--- src/design/assert_macros.svh ---
// assertion helpers shared by the design files
`ifndef ASSERT_MACROS_SVH
`define ASSERT_MACROS_SVH

// property checked on every rising edge, masked while rst is high
`define ASSERT_CHECK(lbl, clk, rst, prop, msg) \
   lbl: assert property (@(posedge clk) disable iff (rst) (prop)) else $error(msg);

// antecedent on one edge requires consequent on the next edge
`define ASSERT_NEXT(lbl, clk, rst, ante, cons, msg) \
   lbl: assert property (@(posedge clk) disable iff (rst) (ante) |=> (cons)) else $error(msg);

`endif

--- src/design/prba_pkg.sv ---
// ----------------------------------------------------------------------------
// prba_pkg: shared constants for the point rotation block
// Angle formats, reduction thresholds, CORDIC gain and arctangent table.
// ----------------------------------------------------------------------------
package prba_pkg;

   // input angle format
   localparam int ANGLE_WIDTH     = 18;
   localparam int ANGLE_FRAC_BITS = 8;

   // one full turn in input units, and the reduced angle width
   localparam int FULL_STEPS = 360 * 2**ANGLE_FRAC_BITS;
   localparam int MOD_WIDTH  = 17;
   localparam logic signed [ANGLE_WIDTH:0] FULL_TURN = (ANGLE_WIDTH+1)'(FULL_STEPS);
   localparam logic signed [ANGLE_WIDTH:0] TWO_TURNS = (ANGLE_WIDTH+1)'(2 * FULL_STEPS);

   // quadrant boundaries of the reduced angle, unsigned
   localparam logic [MOD_WIDTH-1:0] TURN_M         = MOD_WIDTH'(FULL_STEPS);
   localparam logic [MOD_WIDTH-1:0] QUARTER_M      = MOD_WIDTH'(FULL_STEPS / 4);
   localparam logic [MOD_WIDTH-1:0] HALF_M         = MOD_WIDTH'(FULL_STEPS / 2);
   localparam logic [MOD_WIDTH-1:0] THREE_QUART_M  = MOD_WIDTH'(3 * FULL_STEPS / 4);
   localparam logic [MOD_WIDTH-1:0] EIGHTH_M       = MOD_WIDTH'(FULL_STEPS / 8);
   localparam logic [MOD_WIDTH-1:0] THREE_EIGHTH_M = MOD_WIDTH'(3 * FULL_STEPS / 8);
   localparam logic [MOD_WIDTH-1:0] FIVE_EIGHTH_M  = MOD_WIDTH'(5 * FULL_STEPS / 8);
   localparam logic [MOD_WIDTH-1:0] SEVEN_EIGHTH_M = MOD_WIDTH'(7 * FULL_STEPS / 8);

   // residual magnitude, at most an eighth of a turn
   localparam int RESID_WIDTH = 14;

   // datapath: 24 fraction bits, extra bits over the coordinate width
   localparam int DP_FRAC  = 24;
   localparam int DP_EXTRA = 26;
   localparam logic [31:0] GAIN_Q32 = 32'h9B74_EDA8;

   // angle accumulator in radians, 36 fraction bits
   localparam int Z_FRAC  = 36;
   localparam int Z_WIDTH = 38;
   localparam longint PI_Q36 = 64'h0000_0032_43F6_A888;

   // residual to radians: r * pi / (180 * 2^frac), 180 * 2^frac = 45 * 2^(frac+2)
   localparam int Z_DIV_ODD   = 45;
   localparam int Z_DIV_SHIFT = ANGLE_FRAC_BITS + 2;
   localparam longint Z_DIV   = longint'(Z_DIV_ODD) << Z_DIV_SHIFT;

   // pi split into quotient and remainder over the divisor
   localparam int Z_QUOT_WIDTH = 23;
   localparam int Z_REM_WIDTH  = 16;
   localparam logic [Z_QUOT_WIDTH-1:0] Z_QUOT = Z_QUOT_WIDTH'(PI_Q36 / Z_DIV);
   localparam logic [Z_REM_WIDTH-1:0]  Z_REM  = Z_REM_WIDTH'(PI_Q36 % Z_DIV);

   // reciprocal of the odd factor for the remainder quotient
   localparam int RECIP_WIDTH = 23;
   localparam int RECIP_SHIFT = 28;
   localparam logic [RECIP_WIDTH-1:0] RECIP_ODD =
      RECIP_WIDTH'((2**RECIP_SHIFT + Z_DIV_ODD - 1) / Z_DIV_ODD);

   // arctangent of 2^-idx in radians, rounded to the accumulator format
   function automatic logic [Z_WIDTH-1:0] atan_q36(input int unsigned idx);
      real ang;
      ang = $atan(2.0 ** (-1.0 * idx)) * (2.0 ** Z_FRAC);
      return Z_WIDTH'(longint'($floor(ang + 0.5)));
   endfunction

endpackage

--- src/design/prba_prep.sv ---
// ----------------------------------------------------------------------------
// prba_prep: angle reduction and operand setup
// Five elastic stages: modulo a turn, quadrant swap, gain and angle products,
// remainder quotient, and the signed start angle for the rotation cells.
// ----------------------------------------------------------------------------
module prba_prep #(
   parameter int COORD_WIDTH = 16
) (
   input  logic                                             clock,
   input  logic                                             reset,
   input  logic                                             in_valid,
   output logic                                             in_take,
   input  logic signed [COORD_WIDTH-1:0]                    in_x,
   input  logic signed [COORD_WIDTH-1:0]                    in_y,
   input  logic signed [prba_pkg::ANGLE_WIDTH-1:0]          in_angle,
   output logic                                             out_valid,
   input  logic                                             out_take,
   output logic signed [COORD_WIDTH+prba_pkg::DP_EXTRA-1:0] out_x,
   output logic signed [COORD_WIDTH+prba_pkg::DP_EXTRA-1:0] out_y,
   output logic signed [prba_pkg::Z_WIDTH-1:0]              out_z
);
   import prba_pkg::*;

   localparam int STAGES   = 5;
   localparam int DP_WIDTH = COORD_WIDTH + DP_EXTRA;
   localparam int PROD_W   = COORD_WIDTH + 34;
   localparam int ZS_W     = RESID_WIDTH + Z_REM_WIDTH;
   localparam int ZV_W     = ZS_W - Z_DIV_SHIFT;
   localparam int ZF_W     = ZV_W + RECIP_WIDTH - RECIP_SHIFT;

   typedef enum logic [1:0] {QUAD_0, QUAD_90, QUAD_180, QUAD_270} quadrant_type;

   // elastic control
   logic [STAGES-1:0] valid_ff;
   logic [STAGES-1:0] valid_in;
   logic [STAGES:0]   take;

   always_comb begin
      take[STAGES] = out_take;
      for (int k = STAGES - 1; k >= 0; k--) begin
         take[k] = !valid_ff[k] || take[k+1];
      end
      valid_in[0] = take[0] ? in_valid : valid_ff[0];
      for (int k = 1; k < STAGES; k++) begin
         valid_in[k] = take[k] ? valid_ff[k-1] : valid_ff[k];
      end
   end

   always_ff @(posedge clock) begin
      if (reset) begin
         valid_ff <= '0;
      end else begin
         valid_ff <= valid_in;
      end
   end

   assign in_take   = take[0];
   assign out_valid = valid_ff[STAGES-1];

   // stage 1: angle modulo a full turn
   logic signed [ANGLE_WIDTH:0]   a_ext;
   logic signed [ANGLE_WIDTH:0]   m_sum;
   logic [MOD_WIDTH-1:0]          m1_ff;
   logic signed [COORD_WIDTH-1:0] px1_ff, py1_ff;

   always_comb begin
      a_ext = {in_angle[ANGLE_WIDTH-1], in_angle};
      if (a_ext < -FULL_TURN) begin
         m_sum = a_ext + TWO_TURNS;
      end else if (a_ext < 0) begin
         m_sum = a_ext + FULL_TURN;
      end else if (a_ext >= FULL_TURN) begin
         m_sum = a_ext - FULL_TURN;
      end else begin
         m_sum = a_ext;
      end
   end

   always_ff @(posedge clock) begin
      if (take[0]) begin
         m1_ff  <= m_sum[MOD_WIDTH-1:0];
         px1_ff <= in_x;
         py1_ff <= in_y;
      end
   end

   // stage 2: nearest quadrant, exact swap and negation, residual
   quadrant_type                  quad;
   logic [MOD_WIDTH-1:0]          base;
   logic signed [MOD_WIDTH:0]     resid;
   logic signed [COORD_WIDTH:0]   px_w, py_w, qx, qy;
   logic signed [COORD_WIDTH:0]   x2_ff, y2_ff;
   logic [RESID_WIDTH-1:0]        rmag2_ff;
   logic                          rneg2_ff;

   always_comb begin
      if (m1_ff >= SEVEN_EIGHTH_M) begin
         quad = QUAD_0;
         base = TURN_M;
      end else if (m1_ff >= FIVE_EIGHTH_M) begin
         quad = QUAD_270;
         base = THREE_QUART_M;
      end else if (m1_ff >= THREE_EIGHTH_M) begin
         quad = QUAD_180;
         base = HALF_M;
      end else if (m1_ff >= EIGHTH_M) begin
         quad = QUAD_90;
         base = QUARTER_M;
      end else begin
         quad = QUAD_0;
         base = '0;
      end
      resid = $signed({1'b0, m1_ff}) - $signed({1'b0, base});
      px_w  = {px1_ff[COORD_WIDTH-1], px1_ff};
      py_w  = {py1_ff[COORD_WIDTH-1], py1_ff};
      case (quad)
         QUAD_90: begin
            qx = -py_w;
            qy = px_w;
         end
         QUAD_180: begin
            qx = -px_w;
            qy = -py_w;
         end
         QUAD_270: begin
            qx = py_w;
            qy = -px_w;
         end
         default: begin
            qx = px_w;
            qy = py_w;
         end
      endcase
   end

   always_ff @(posedge clock) begin
      if (take[1]) begin
         x2_ff    <= qx;
         y2_ff    <= qy;
         rneg2_ff <= resid[MOD_WIDTH];
         rmag2_ff <= resid[MOD_WIDTH] ? RESID_WIDTH'(-resid) : RESID_WIDTH'(resid);
      end
   end

   // stage 3: gain compensation and angle products
   logic signed [PROD_W-1:0]        gx_prod, gy_prod;
   logic signed [DP_WIDTH-1:0]      gx3_ff, gy3_ff;
   logic [Z_WIDTH-2:0]              zq3_ff;
   logic [ZS_W-1:0]                 zs3_ff;
   logic                            rneg3_ff;

   assign gx_prod = x2_ff * $signed({1'b0, GAIN_Q32});
   assign gy_prod = y2_ff * $signed({1'b0, GAIN_Q32});

   always_ff @(posedge clock) begin
      if (take[2]) begin
         // arithmetic shift by 8 rounds toward minus infinity
         gx3_ff   <= gx_prod[PROD_W-1:8];
         gy3_ff   <= gy_prod[PROD_W-1:8];
         zq3_ff   <= (Z_WIDTH-1)'(rmag2_ff) * Z_QUOT;
         zs3_ff   <= ZS_W'(rmag2_ff) * Z_REM;
         rneg3_ff <= rneg2_ff;
      end
   end

   // stage 4: remainder part divided by the odd factor through a reciprocal
   logic [ZV_W-1:0]                 zv;
   logic [ZV_W+RECIP_WIDTH-1:0]     zf_prod;
   logic signed [DP_WIDTH-1:0]      gx4_ff, gy4_ff;
   logic [Z_WIDTH-2:0]              zq4_ff;
   logic [ZF_W-1:0]                 zf4_ff;
   logic                            rneg4_ff;

   assign zv      = zs3_ff[ZS_W-1:Z_DIV_SHIFT];
   assign zf_prod = zv * RECIP_ODD;

   always_ff @(posedge clock) begin
      if (take[3]) begin
         gx4_ff   <= gx3_ff;
         gy4_ff   <= gy3_ff;
         zq4_ff   <= zq3_ff;
         zf4_ff   <= zf_prod[RECIP_SHIFT +: ZF_W];
         rneg4_ff <= rneg3_ff;
      end
   end

   // stage 5: signed start angle, truncated toward zero
   logic [Z_WIDTH-2:0]              zmag;
   logic signed [Z_WIDTH-1:0]       z_pos;
   logic signed [DP_WIDTH-1:0]      gx5_ff, gy5_ff;
   logic signed [Z_WIDTH-1:0]       z5_ff;

   assign zmag  = zq4_ff + (Z_WIDTH-1)'(zf4_ff);
   assign z_pos = $signed({1'b0, zmag});

   always_ff @(posedge clock) begin
      if (take[4]) begin
         gx5_ff <= gx4_ff;
         gy5_ff <= gy4_ff;
         z5_ff  <= rneg4_ff ? -z_pos : z_pos;
      end
   end

   assign out_x = gx5_ff;
   assign out_y = gy5_ff;
   assign out_z = z5_ff;

endmodule

--- config.mk ---
export PLATFORM = sky130hd
export DESIGN_NAME = prba_prep
export DESIGN_NICKNAME = d
export VERILOG_FILES = /design/src/design/assert_macros.svh /design/src/design/prba_pkg.sv /design/src/design/prba_prep.sv
export SDC_FILE = /design/constraint.sdc
export NUM_CORES = 2
export LEC_CHECK = 0
export ABC_CLOCK_PERIOD_IN_PS = 6950
export BUFFER_PORTS_ARGS = -buffer_cell sky130_fd_sc_hd__buf_4
export CAP_MARGIN = 20
export CORE_AREA = 2 2 435 264
export CTS_BUF_LIST = sky130_fd_sc_hd__clkbuf_4 sky130_fd_sc_hd__clkbuf_8
export DETAILED_ROUTE_END_ITERATION = 10
export DIE_AREA = 0 0 437 266
export PLACE_DENSITY = 0.7
export SLEW_MARGIN = 40
export SYNTH_ARGS = -nofsm -noshare
export SYNTH_HDL_FRONTEND = slang
export SYNTH_SLANG_ARGS = --single-unit
export TNS_END_PERCENT = 50
--- constraint.sdc ---
create_clock -name clock -period 6.95 [get_ports clock]
set_input_delay 0.695 -clock clock [delete_from_list [all_inputs] [get_ports clock]]
set_output_delay 0.695 -clock clock [all_outputs]
set_load 0.005 [all_outputs]
==> results.cfg <==
[worst_setup_path]
cp_max_fo = 5
crit_family = adder cells
crit_top_cell = fa_1
worstSetupStartpoint = y2_ff[3]
r2r_end = gy3_ff[40]
cp.required_ns = 7.48
r2r_start = y2_ff[3]
crit_slowest_cell = fa_1
worstRegToRegCells = 20
worstSetupEndpointType = flop
max_stage_delay_ns = 0.56
ff2ff_setup_slack_ns = 0.18
crit_buf_inv = 4
path_cells = buf_4, fa_1, fa_1, fa_1, fa_1, inv_1, fa_1, inv_1, fa_1, ha_1, nand3_1, nor2_1, nand4_1, a311o_2, o21ai_2, a21oi_1, buf_4, o21ai_1, a221oi_1, xnor2_1
path_class = flop to flop
worstPathArrival_ns = 7.29
critical_path.startpoint_type = flop

[floorplan]
ioPinCount = 178
dieArea_um2 = 116000
start_util_pct = 43.6
die_x_um = 437
num_rows = 96
dieHeight_um = 266
core_area_um2 = 113000

[grt]
grt.overflow.total = 0
grt_max_degree = 79
grtUsageTotal_pct = 22.8
grt_pass1_vias = 32700
grt_pass1_wl_um = 200000
antenna_found_initial = 5

[clock_tree]
clock_latency_ns = 0.79
cts_num_sinks = 500
cts_tree = done
cts-root-buf = clkbuf_8
hold_buffers = 0
cts.clk_slew.worst_paths_ns = 0.07
clock_path_buffers = 3
numCtsBuffers = 82
h-tree-depth = 3

[sta]
setup_viol = 0
drv_slew = 0
hold_viol = 0
clock.fmax_mhz = 148
skew_ns = 0.0506
fin_tns_setup_ns = 0
max_slew_margin_pct = 34.4
period_minus_slack_ns = 6.77
rsz0062_at_grt = true
worst_pin_slew_ns = 0.968
period_share_pct = 97.4
setup_slack_ns = 0.183

[final_layout]
nets = 6121
area_growth_pct = 13.0
post-route-util_pct = 49.2
final_cell_mix = 1001 x inv_1, 707 x ha_1, 594 x fa_1
fillers = 10100
fin_area_um2 = 55600
drive_gt1_share_pct = 12.3
final_common_cell = inv_1

[drt]
dr_wl_met3_um = 15300
highest_layer = met5
routed_wl_um = 132000
wl_met2_um = 48400
vias_per_cell = 5.27
drtIter0Drc = 3476
ant_nets = 0
wl_met1_um = 66600
dr_total_vias = 33400
wire_per_inst_um = 20.8
first_pass_iters = 8
drc_errors = 0

[job]
drv_cap = 0

[synth]
netlist-cell-type-count = 90
ys_warn_count = 0
async_flop_share_pct = 0
syn_area_um2 = 49200
ys_ff_latch = 500
postSynthAreaPerCell_um2 = 11.3
synth_top_flop_cell = edfxtp_1
synth_edf_count = 495
syn_nets = 5724
synth_cells = 4358
ys_seq_area_share_pct = 30.4

[placement]
place_ws_ns = -0.0517
io_buffers = 177
globalplace.congestion = 1.02
dp_hpwl_um = 111000
place_area_um2 = 53500

[min_path]
hold_class = input port to flop
whs_endpoint = py1_ff[0]
holdPathStages = 1
min_from = in_y[0]

[status]
status = completed
[metrics by stage]
stage,cells,hold slack (ns)
finish,6340,0.0792
global route,6340,0.0150
CTS,6308,0.0118
detailed placement,6164,0.405
global placement,6164,0.401
floorplan,4358,0.400
[synth_stat cells, drive strengths merged, types with 20 or more instances]
master / instances / area (µm²)
nor2b: 20 / 125
xor2: 67 / 587
fa: 597 / 12000
nor3: 63 / 332
xnor2: 171 / 1500
nor2: 175 / 659
ha: 715 / 8950
or3: 25 / 168
nand4: 27 / 175
a211oi: 23 / 178
o21a: 20 / 150
inv: 1003 / 3760
clkbuf: 43 / 161
a21oi: 176 / 881
o21ai: 122 / 614
edfxtp: 495 / 14900
a21o: 81 / 608
nand2: 143 / 537
nand3: 69 / 355
nand2b: 26 / 163
[state kept, by name (all words and copies together) (netlist names), 14 cells and up]
register	count
rmag2_ff	14
zq4_ff	36
out_z	38
gy3_ff	42
gx4_ff	42
out_y	42
gy4_ff	42
py1_ff	16
zs3_ff	21
zq3_ff	34
y2_ff	17
x2_ff	17
m1_ff	17
zf4_ff	14
gx3_ff	42
px1_ff	16
out_x	42
[layout make-up]
cell class                 count  area, µm²  share of cell area, %
clock buffer                 100       1280                   2.30
antenna                        6       15.0                 0.0270
clock inverter                44        435                  0.783
tap                         1519       1900                   3.42
multi-input combinational   2803      30500                   54.8
sequential                   500      15000                   26.9
timing repair buffer         365       2750                   4.95
inverter                    1003       3770                   6.79
[routing by layer]
metal,up-vias,global-route usage (%)
met5,-,0
met4,2,3.22
met3,121,7.79
met2,1369,28.3
met1,16500,37.6
li1,15400,-
[worst max-delay path by stage]
stage,to,cells after the start
floorplan,gx3_ff[41],22
global placement,gx3_ff[36],20
detailed placement,gy3_ff[41],23
CTS,gx3_ff[38],22
global route,gy3_ff[41],21
finish,gy3_ff[40],20
[logic make-up (layout without fill, tap and decap cells)]
kind of cell,count (synthesis),after routing,share of synthesized area [%]
and+or+nand+nor,645,645,6.53
DFF,500,500,30.4
adders and majority gates,1312,1312,42.5
muxes,5,5,0.104
xor gates and xnor gates,238,238,4.24
AOI/OAI and AO/OA,603,603,8.13
other,0,6,0
buffers and inverters,1055,1512,8.09
[what timing repair did]
action                     CTS  global route
setup endpoints to repair    4            29
setup buffers                0            26
resized for setup            4            50
pin swaps                    0            10
Power is not shown: default switching activity piles up to over one toggle a cycle in this logic, so the estimate is an artifact.
